[config.mk]
export PLATFORM = sky130hd
export DESIGN_NAME = rmse_accumulator
export DESIGN_NICKNAME = d
export VERILOG_FILES = /design/src/hdl/rmse_pkg.sv /design/src/hdl/rmse_root_unit.sv /design/src/hdl/rmse_accumulator.sv
export SDC_FILE = /design/constraint.sdc
export NUM_CORES = 2
export LEC_CHECK = 0
export BUFFER_PORTS_ARGS = -buffer_cell sky130_fd_sc_hd__buf_4
export CAP_MARGIN = 5
export CORE_UTILIZATION = 38
export CTS_BUF_LIST = sky130_fd_sc_hd__clkbuf_8
export CTS_CLUSTER_DIAMETER = 120
export DETAILED_ROUTE_END_ITERATION = 10
export HOLD_SLACK_MARGIN = 0.02
export PLACE_DENSITY = 0.57
export SETUP_SLACK_MARGIN = 0.15
export SLEW_MARGIN = 15
export SYNTH_ARGS = -nofsm -noshare
export SYNTH_HDL_FRONTEND = slang
export SYNTH_SLANG_ARGS = --single-unit
[constraint.sdc]
create_clock -name i_clk -period 14 [get_ports i_clk]
set_input_delay 0.7 -clock i_clk [delete_from_list [all_inputs] [get_ports i_clk]]
set_output_delay 0.7 -clock i_clk [all_outputs]
set_load 0.01 [all_outputs]
[src/hdl/rmse_pkg.sv]
// ----------------------------------------------------------------------------
// rmse_pkg
// Shared widths, limits and transaction types for the rms error accumulator.
// ----------------------------------------------------------------------------
`default_nettype none

package rmse_pkg;

    // set size limit and significant sample bits
    localparam int MAX_ITEMS   = 65536;
    localparam int SAMPLE_BITS = 20;

    // field widths of the transactions
    localparam int SAMPLE_W = 20;
    localparam int RMS_W    = 20;

    // accumulator widths
    localparam int SUM_W  = 58;
    localparam int CNT_W  = $clog2(MAX_ITEMS + 1);
    localparam int MAG_W  = SAMPLE_BITS;
    localparam int SQ_W   = 2 * MAG_W;

    // divide and root unit widths
    localparam int ROOT_W = SUM_W / 2;
    localparam int REM_W  = ROOT_W + 3;
    localparam int STEP_W = $clog2(SUM_W);

    // input transaction
    typedef struct packed {
        logic signed [SAMPLE_W-1:0] measured_sample;
        logic signed [SAMPLE_W-1:0] reference_sample;
        logic                       last_of_set;
    } t_in_item;

    // result transaction
    typedef struct packed {
        logic [RMS_W-1:0] rms_error;
        logic             overflow_seen;
    } t_out_item;

    // request into the divide and root unit
    typedef struct packed {
        logic             start;
        logic [SUM_W-1:0] dividend;
        logic [CNT_W-1:0] divisor;
    } t_root_req;

    // response from the divide and root unit
    typedef struct packed {
        logic              done;
        logic [ROOT_W-1:0] root;
    } t_root_rsp;

endpackage

`default_nettype wire

[src/hdl/rmse_root_unit.sv]
// ----------------------------------------------------------------------------
// rmse_root_unit
// Floor of sqrt(floor(dividend / divisor)) with one shared trial subtractor:
// a restoring divide, one quotient bit per cycle, then a digit-by-digit
// square root, one root bit per cycle.
// ----------------------------------------------------------------------------
`default_nettype none

module rmse_root_unit
    import rmse_pkg::*;
(
    input  wire       i_clk,
    input  wire       i_rst_n,
    input  t_root_req i_req,
    output t_root_rsp o_rsp
);

    localparam logic [1:0] E_IDLE = 2'd0;
    localparam logic [1:0] E_DIV  = 2'd1;
    localparam logic [1:0] E_SQRT = 2'd2;

    logic [1:0]        r_state;
    logic              r_done;
    logic [STEP_W-1:0] r_step;
    logic [SUM_W-1:0]  r_x;
    logic [REM_W-1:0]  r_rem;
    logic [ROOT_W-1:0] r_root;
    logic [CNT_W-1:0]  r_div;

    logic [REM_W-1:0]  sub_a;
    logic [REM_W-1:0]  sub_b;
    logic [REM_W:0]    sub_diff;
    logic              sub_ge;

    // operand select for the shared subtractor
    always_comb begin
        unique case (r_state)
            E_SQRT: begin
                sub_a = {r_rem[REM_W-3:0], r_x[SUM_W-1 -: 2]};
                sub_b = {1'b0, r_root, 2'b01};
            end
            default: begin
                sub_a = {r_rem[REM_W-2:0], r_x[SUM_W-1]};
                sub_b = {{(REM_W-CNT_W){1'b0}}, r_div};
            end
        endcase
    end

    // shared trial subtract
    assign sub_diff = {1'b0, sub_a} - {1'b0, sub_b};
    assign sub_ge   = ~sub_diff[REM_W];

    // sequencer control
    always_ff @(posedge i_clk) begin
        if (!i_rst_n) begin
            r_state <= E_IDLE;
            r_done  <= 1'b0;
            r_step  <= '0;
        end else begin
            r_done <= 1'b0;
            unique case (r_state)
                E_IDLE: begin
                    if (i_req.start) begin
                        r_state <= E_DIV;
                        r_step  <= STEP_W'(SUM_W - 1);
                    end
                end
                E_DIV: begin
                    if (r_step == '0) begin
                        r_state <= E_SQRT;
                        r_step  <= STEP_W'(ROOT_W - 1);
                    end else begin
                        r_step <= r_step - 1'b1;
                    end
                end
                E_SQRT: begin
                    if (r_step == '0) begin
                        r_state <= E_IDLE;
                        r_done  <= 1'b1;
                    end else begin
                        r_step <= r_step - 1'b1;
                    end
                end
                default: begin
                    r_state <= E_IDLE;
                end
            endcase
        end
    end

    // datapath registers
    always_ff @(posedge i_clk) begin
        unique case (r_state)
            E_IDLE: begin
                if (i_req.start) begin
                    r_x    <= i_req.dividend;
                    r_div  <= i_req.divisor;
                    r_rem  <= '0;
                    r_root <= '0;
                end
            end
            E_DIV: begin
                // quotient bits shift in behind the dividend bits
                r_x   <= {r_x[SUM_W-2:0], sub_ge};
                r_rem <= sub_ge ? sub_diff[REM_W-1:0] : sub_a;
                if (r_step == '0) begin
                    r_rem <= '0;
                end
            end
            E_SQRT: begin
                r_x    <= {r_x[SUM_W-3:0], 2'b00};
                r_root <= {r_root[ROOT_W-2:0], sub_ge};
                r_rem  <= sub_ge ? sub_diff[REM_W-1:0] : sub_a;
            end
            default: begin
                r_rem <= '0;
            end
        endcase
    end

    assign o_rsp.done = r_done;
    assign o_rsp.root = r_root;

endmodule

`default_nettype wire

[src/hdl/rmse_accumulator.sv]
// ----------------------------------------------------------------------------
// rmse_accumulator
// Accumulates squared differences of sample pairs and emits the root mean
// square error on the last pair of each set.
// ----------------------------------------------------------------------------
//  channel   valid        stall        payload       direction
//  in        i_in_valid   o_in_stall   i_in_data     sample pair in
//  out       o_out_valid  i_out_stall  o_out_data    rms result out
//
//  A pair that does not end a set passes through capture, multiply and add.
//  A pair that ends a set also runs the divide and root unit, which finds
//  the 58 quotient bits and then the 29 root bits.
//  Synchronous active-low reset clears the sequencer and the accumulators.
//  A stalled result sits in the output register while the next set runs.
// ----------------------------------------------------------------------------
`default_nettype none

module rmse_accumulator
    import rmse_pkg::*;
(
    input  wire       i_clk,
    input  wire       i_rst_n,
    input  wire       i_in_valid,
    output logic      o_in_stall,
    input  t_in_item  i_in_data,
    output logic      o_out_valid,
    input  wire       i_out_stall,
    output t_out_item o_out_data
);

    localparam logic [2:0] S_IDLE  = 3'd0;
    localparam logic [2:0] S_SQ    = 3'd1;
    localparam logic [2:0] S_ADD   = 3'd2;
    localparam logic [2:0] S_START = 3'd3;
    localparam logic [2:0] S_ROOT  = 3'd4;
    localparam logic [2:0] S_OUT   = 3'd5;

    logic [2:0]       r_state;
    logic [MAG_W-1:0] r_mag;
    logic             r_last;
    logic [SQ_W-1:0]  r_sq;
    logic [SUM_W-1:0] r_sum;
    logic [CNT_W-1:0] r_cnt;
    logic             r_ovf;
    logic             r_res_ovf;
    logic [RMS_W-1:0] r_res_root;
    logic             r_out_valid;
    t_out_item        r_out;

    logic             in_acc;
    logic             out_free;
    logic [MAG_W:0]   meas_ext;
    logic [MAG_W:0]   ref_ext;
    logic [MAG_W:0]   diff;
    logic [MAG_W:0]   mag_full;
    logic [SUM_W:0]   sum_ext;
    logic             cnt_full;
    t_root_req        root_req;
    t_root_rsp        root_rsp;

    assign in_acc   = i_in_valid && (r_state == S_IDLE);
    assign out_free = !r_out_valid || !i_out_stall;

    // magnitude of the difference from the significant sample bits
    assign meas_ext = {i_in_data.measured_sample[SAMPLE_BITS-1],
                       i_in_data.measured_sample[SAMPLE_BITS-1:0]};
    assign ref_ext  = {i_in_data.reference_sample[SAMPLE_BITS-1],
                       i_in_data.reference_sample[SAMPLE_BITS-1:0]};
    assign diff     = meas_ext - ref_ext;
    assign mag_full = diff[MAG_W] ? (~diff + 1'b1) : diff;

    // saturating sum and count limit
    assign sum_ext  = {1'b0, r_sum} + (SUM_W + 1)'(r_sq);
    assign cnt_full = (r_cnt == CNT_W'(MAX_ITEMS));

    // divide and root unit
    assign root_req.start    = (r_state == S_START);
    assign root_req.dividend = r_sum;
    assign root_req.divisor  = r_cnt;

    rmse_root_unit u_root (
        .i_clk   (i_clk),
        .i_rst_n (i_rst_n),
        .i_req   (root_req),
        .o_rsp   (root_rsp)
    );

    // sequencer and accumulators
    always_ff @(posedge i_clk) begin
        if (!i_rst_n) begin
            r_state <= S_IDLE;
            r_sum   <= '0;
            r_cnt   <= '0;
            r_ovf   <= 1'b0;
        end else begin
            unique case (r_state)
                S_IDLE: begin
                    if (in_acc) begin
                        r_state <= S_SQ;
                    end
                end
                S_SQ: begin
                    r_state <= S_ADD;
                end
                S_ADD: begin
                    if (cnt_full) begin
                        r_ovf <= 1'b1;
                    end else begin
                        if (sum_ext[SUM_W]) begin
                            r_sum <= '1;
                            r_ovf <= 1'b1;
                        end else begin
                            r_sum <= sum_ext[SUM_W-1:0];
                        end
                        r_cnt <= r_cnt + 1'b1;
                    end
                    r_state <= r_last ? S_START : S_IDLE;
                end
                S_START: begin
                    // unit takes sum and count at this edge, so the set restarts here
                    r_sum   <= '0;
                    r_cnt   <= '0;
                    r_ovf   <= 1'b0;
                    r_state <= S_ROOT;
                end
                S_ROOT: begin
                    if (root_rsp.done) begin
                        r_state <= S_OUT;
                    end
                end
                S_OUT: begin
                    if (out_free) begin
                        r_state <= S_IDLE;
                    end
                end
                default: begin
                    r_state <= S_IDLE;
                end
            endcase
        end
    end

    // item capture, square and result hold
    always_ff @(posedge i_clk) begin
        if (in_acc) begin
            r_mag  <= mag_full[MAG_W-1:0];
            r_last <= i_in_data.last_of_set;
        end
        if (r_state == S_SQ) begin
            r_sq <= r_mag * r_mag;
        end
        if (r_state == S_START) begin
            r_res_ovf <= r_ovf;
        end
        if (r_state == S_ROOT && root_rsp.done) begin
            r_res_root <= (|root_rsp.root[ROOT_W-1:RMS_W]) ? '1
                                                           : root_rsp.root[RMS_W-1:0];
        end
    end

    // output register
    always_ff @(posedge i_clk) begin
        if (!i_rst_n) begin
            r_out_valid <= 1'b0;
        end else begin
            if (r_out_valid && !i_out_stall) begin
                r_out_valid <= 1'b0;
            end
            if (r_state == S_OUT && out_free) begin
                r_out_valid <= 1'b1;
            end
        end
    end

    always_ff @(posedge i_clk) begin
        if (r_state == S_OUT && out_free) begin
            r_out.rms_error     <= r_res_root;
            r_out.overflow_seen <= r_res_ovf;
        end
    end

    assign o_in_stall  = (r_state != S_IDLE);
    assign o_out_valid = r_out_valid;
    assign o_out_data  = r_out;

    // count never passes the set limit
    a_cnt_limit: assert property (@(posedge i_clk) disable iff (!i_rst_n)
        r_cnt <= CNT_W'(MAX_ITEMS))
        else $error("pair count above limit");

    // a new result transaction comes only from the result hold state
    a_out_source: assert property (@(posedge i_clk) disable iff (!i_rst_n)
        $rose(o_out_valid) |-> $past(r_state) == S_OUT)
        else $error("result raised outside result hold");

    // root unit finishes only while the sequencer waits for it
    a_root_done: assert property (@(posedge i_clk) disable iff (!i_rst_n)
        root_rsp.done |-> r_state == S_ROOT)
        else $error("root unit done while not waiting");

    // the set restarts as soon as the root unit starts
    a_set_clear: assert property (@(posedge i_clk) disable iff (!i_rst_n)
        r_state == S_START |=> r_cnt == '0 && r_sum == '0 && !r_ovf)
        else $error("accumulators not cleared after last pair");

endmodule

`default_nettype wire

# [Word-level counts from Yosys, hierarchy flattened]
# Cells that the tools add are included.
[classes] multipliers=1 n_eq_ne=17 muxes=35 n_addsub=6 bitwise=2 reduce_logical=25
[ops] op="2-to-1 mux 58 bit" count=3
[ops] op="one-hot mux 58 bit (3 select lines)" count=1
[ops] op="2-to-1 mux 31 bit" count=4
[ops] op="one-hot mux 58 bit (2 select lines)" count=1
[ops] op="one-hot mux 31 bit (3 select lines)" count=1
[ops] op="adder 58 x 40 -> 59 bit" count=1
[ops] op="one-hot mux 29 bit (2 select lines)" count=1
[ops] op="multiplier 20 x 20 -> 40 bit" count=1
[ops] op="one-hot mux 17 bit (2 select lines)" count=1
[ops] op="subtractor 32 x 31 -> 33 bit" count=1
[ops] op="2-to-1 mux 32 bit" count=1
[ops] op="2-to-1 mux 29 bit" count=1
[ops] op="subtractor 20 x 20 -> 21 bit" count=1
[ops] op="adder 20 x 1 -> 20 bit, second input constant" count=1
[ops] op="2-to-1 mux 20 bit" count=1
[ops] op="inverter 20 bit" count=1
[ops] op="2-to-1 mux 6 bit" count=3
[ops] op="one-hot mux 3 bit (6 select lines)" count=1
[ops] op="one-hot mux 6 bit (3 select lines)" count=1
[ops] op="adder 17 x 1 -> 17 bit, second input constant" count=1
[ops] op="== test 17 bit, second input constant" count=1
[ops] op="2-to-1 mux 17 bit" count=1
[ops] op="AND reduction 2 bit" count=6
[ops] op="inequality test 2 bit, second input constant" count=5
[ops] op="24 further kinds" count=46
[totals] reg_bits=327 input_bits=45

# [Depth between registers and ports, before layout]
[depth] word_depth=6 mapped_depth=29 mapped_depth_nobuf=28

# [Cells and area by module]
# Synthesis repeated with hierarchy kept, for this count alone.
[hier_totals] cells_unflattened=3243 area_unflattened_um2=30798.3
[modules_own_cells] module="rmse_accumulator" n_inst=1 seq_area_each_um2=4664.5 area_per_inst_um2=21949.8 cells_each=2376
[modules_own_cells] module="rmse_root_unit" n_inst=1 seq_area_each_um2=4234.1 area_per_inst_um2=8848.5 cells_each=867

# [Worst setup path after synthesis]
# Ideal clock, no wire load.
[synth_path] path_type="reg-to-reg" from="reg r_mag[2]" to="reg r_sq[38], data pin" setup_time_ps=258 t_arrival_ps=6979 period_less_slack_ps=7236 path_stages_with_launch=30 setup_slack_ps=6764 path_cell_list="edfxtp_1 -> clkbuf_1 -> clkbuf_1 -> nand2_1 -> fa_1 -> inv_1 -> fa_1 -> inv_1 -> fa_1 -> inv_1 -> fa_1 -> inv_1 -> fa_1 -> inv_1 -> fa_1 -> inv_1 -> fa_1 -> inv_1 -> ha_1 -> a21o_1 -> a21oi_1 -> o21ai_0 -> a21oi_1 -> a21oi_1 -> o21ai_2 -> o211ai_1 -> or4_1 -> a31o_2 -> a21oi_2 -> xnor2_1"
[synth_between] elab_chain_cells=1
[synth_lines] item="start: declaration" line_no="rmse_accumulator.sv:39" rtl="logic [MAG_W-1:0] r_mag;"
[synth_lines] item="start signal: assignment" line_no="rmse_accumulator.sv:146" rtl="r_mag <= mag_full[MAG_W-1:0];"
[synth_lines] item="multiplier 20 x 20 -> 40 bit" line_no="rmse_accumulator.sv:150" rtl="r_sq <= r_mag * r_mag;"
[synth_lines] item="end signal: assignment" line_no="rmse_accumulator.sv:150"
[synth_lines] item="end: declaration" line_no="rmse_accumulator.sv:41" rtl="logic [SQ_W-1:0] r_sq;"
# Every way passes these cells.
# A chain may end at the register's enable or synchronous reset.

# [Worst setup path in the final report]
[layout_path] from="reg r_mag[8]" to="reg r_sq[38], data pin"
# Same word-level chain as after synthesis.

==> flow_summary.yaml <==
floorplanning:
  dieWidth_um: 284
  start_util_pct: 38.4
  die-area_um2: 80900
  die_h_um: 284
  rows: 103
  io_pins: 68
  core-area_um2: 79000
routing:
  vias: 21500
  drc: 0
  wl_mm: 67.4
  first_pass_iters: 7
  drtIter0Drc: 981
  wl_per_cell_um: 15.7
  detail-route-antenna-nets: 0
  via_per_inst: 5.02
clocking:
  cts_tree: "done"
  cts_buffer_depth: 3
  ctsHoldBuffers: 0
  clock-sinks: 326
  cts_root_buf: "clkbuf_8"
  worstSkewPairLatency_ns: 0.67
  htree_levels: 2
  cts_setup_buffers: 0
  ctsResizeCount: 0
  clk_pin_slew_ns: 0.06
  numCtsBuffers: 57
global_routing:
  grt_max_degree: 84
  track_usage_pct: 17.0
  grt_pass1_vias: 22300
  grt_pass1_wl_mm: 113
  overflow: 0
  antenna_found_initial: 1
sta:
  worstMarginPinSlew_ns: 1.14
  setup-violations-final: 0
  fin_crit_sh_pct: 56.6
  max_freq_mhz: 126
  slew_headroom_pct: 23.8
  finalCriticalPeriod_ns: 7.92
  setup_tns_ns: 0
  maxSlewViolCount: 0
  finalHoldViolCount: 0
  skew_ns: 0.0435
  rsz0062_at_grt: "no"
setup_path:
  crit_fanout: 21
  rr_worst_depth: 25
  startpoint_type: "register"
  cp.arrival_ns: 8.31
  cp-end-kind: "register"
  startpoint: "r_mag[8]$_DFFE_PP_"
  worstReg2RegStart: "r_mag[8]$_DFFE_PP_"
  path_class: "register to register"
  required_ns: 14.39
layout:
  layout_commonest_cell: "inv_1"
  syn_to_final_growth_pct: 8.41
  final_cell_mix: "inv_1, fa_1, a21oi_1"
  finalNetCount: 3765
  drive_above_1_share_pct: 8.19
hold_path:
  hp-class: "input port to register"
  min_path_cells: 1
  min_from: "i_in_data[0]"
synth:
  synth_top_area_cell: "edfxtp_1"
  synth_top_family_by_area: "adder cells"
  syn_nets: 3753
  async_flop_share_pct: 0
  synth_fa_ha_area_share_pct: 28.9
  ys_ff_latch: 326
  yosysWarnings: 0
  synth_compound_area_share_pct: 13.9
  synth_edf_count: 237
  synth_simple_gate_area_share_pct: 13.4
  synth_top_area_share_pct: 23.5
  seq_area_frac_synth_pct: 29.4
  synth_xor_xnor_area_share_pct: 4.62
  syn-mean-instance-area_um2: 9.54
  muxShareOfSynthArea_pct: 2.25
  synthTopCellsByArea: "edfxtp_1, fa_1, ha_1, dfxtp_1, inv_1"
  postSynthCellCount: 3176
  synth_ff_type: "edfxtp_1"
  yosysUniqueCellTypes: 89
  synth_area_um2: 30300
placed_design:
  portBuffers: 67
  dp.final_hpwl_mm: 51.9
  gp_congestion: 0.865
run_status:
  outcome: "complete, no violations"
job:
  cap_violations: 0
## cells in the mapped netlist, types with 21 or more instances
| cell type | number |
|---|---|
| mux2i_1 | 32 |
| mux2_2 | 32 |
| inv_1 | 458 |
| and2_1 | 113 |
| clkbuf_1 | 114 |
| or2_2 | 28 |
| edfxtp_1 | 237 |
| o21ai_0 | 101 |
| o21a_1 | 24 |
| a31oi_1 | 24 |
| dfxtp_1 | 89 |
| fa_1 | 280 |
| xor2_1 | 71 |
| ha_1 | 252 |
| xnor2_1 | 87 |
| nand4_1 | 29 |
| a21o_1 | 63 |
| a22oi_1 | 59 |
| nand3_1 | 45 |
| nand2_1 | 247 |
| nor3_1 | 35 |
| a21oi_1 | 253 |
| nor2_1 | 225 |
| and3_1 | 21 |
## metrics by stage
step | area [µm²] | std cells | utilization, % | setup slack [ns] | hold slack [ns]
final | 32800 | 4286 | 41.6 | 6.08 | 0.207
after global routing | 32800 | 4286 | 41.6 | 5.66 | 0.171
after CTS | 32800 | 4285 | 41.6 | 6.08 | 0.154
after detailed placement | 31800 | 4179 | 40.2 | 6.10 | 0.406
after global placement | 31800 | 4179 | 40.2 | 6.26 | 0.403
after floorplan | 30300 | 3176 | - | 6.76 | 0.400
## cell type report
cell class | count | area [µm²]
Multi-Input combinational cell | 2257 | 19200
Antenna cell | 1 | 2.50
Sequential cell | 326 | 8900
Tap cell | 1050 | 1310
Timing Repair Buffer | 87 | 653
Clock buffer | 60 | 826
Inverter | 459 | 1720
Clock inverter | 46 | 239
Fill cell | 7872 | 46200
## routing by layer
metal | up-vias | global-route usage, % | wire length (µm)
li1 | 10800 | - | -
met1 | 10200 | 22.5 | 31600
met2 | 366 | 28.5 | 31200
met3 | 111 | 2.61 | 3010
met4 | 0 | 5.11 | 1640
met5 | - | 0 | 0
## flip-flops by register name, indices dropped and copies added, names as in the netlist, 2 cells and up
register,count
u_root.r_step,6
r_state,3
r_sq,39
u_root.r_rem,31
u_root.r_div,17
u_root.r_x,58
o_out_data,21
r_cnt,17
u_root.r_root,29
r_res_root,20
u_root.r_state,2
r_sum,58
r_mag,20
## path summary, 6_finish.rpt
kind | slack [ns] | endpoint
max | 6.08 | r_sq[38]$_DFFE_PP_
min | 0.21 | r_last$_DFFE_PP_
max reg2reg | 6.08 | r_sq[38]$_DFFE_PP_
min reg2reg | 0.42 | o_out_data[10]$_DFFE_PP_
## logic make-up after synthesis
family | count (synthesis)
and+or+nand+nor | 836
AOI/OAI and AO/OA | 666
adders and majority gates | 532
DFF | 326
muxes | 64
xor gates and xnor gates | 159
buffers and inverters | 593
## worst max-delay path, stage by stage (launching register included)
cell and delay [ns]:
edfxtp_1 0.92, nand2_1 0.30, xor2_1 0.22, ha_1 0.18
o21bai_1 0.18, fa_1 0.54, inv_1 0.05, fa_1 0.49
inv_1 0.05, fa_1 0.52, fa_1 0.44, fa_1 0.54
inv_1 0.05, fa_1 0.54, inv_1 0.04, ha_1 0.34
nand4_1 0.17, or3_1 0.39, or3_1 0.38, a21oi_1 0.36
o21ai_2 0.18, o211ai_1 0.25, or4_1 0.18, a31o_2 0.17
a21oi_2 0.05, xnor2_1 0.12
Power is left out: the tool's default activity adds up to more than one toggle a clock period on the data nets, which glitch-free logic cannot reach.
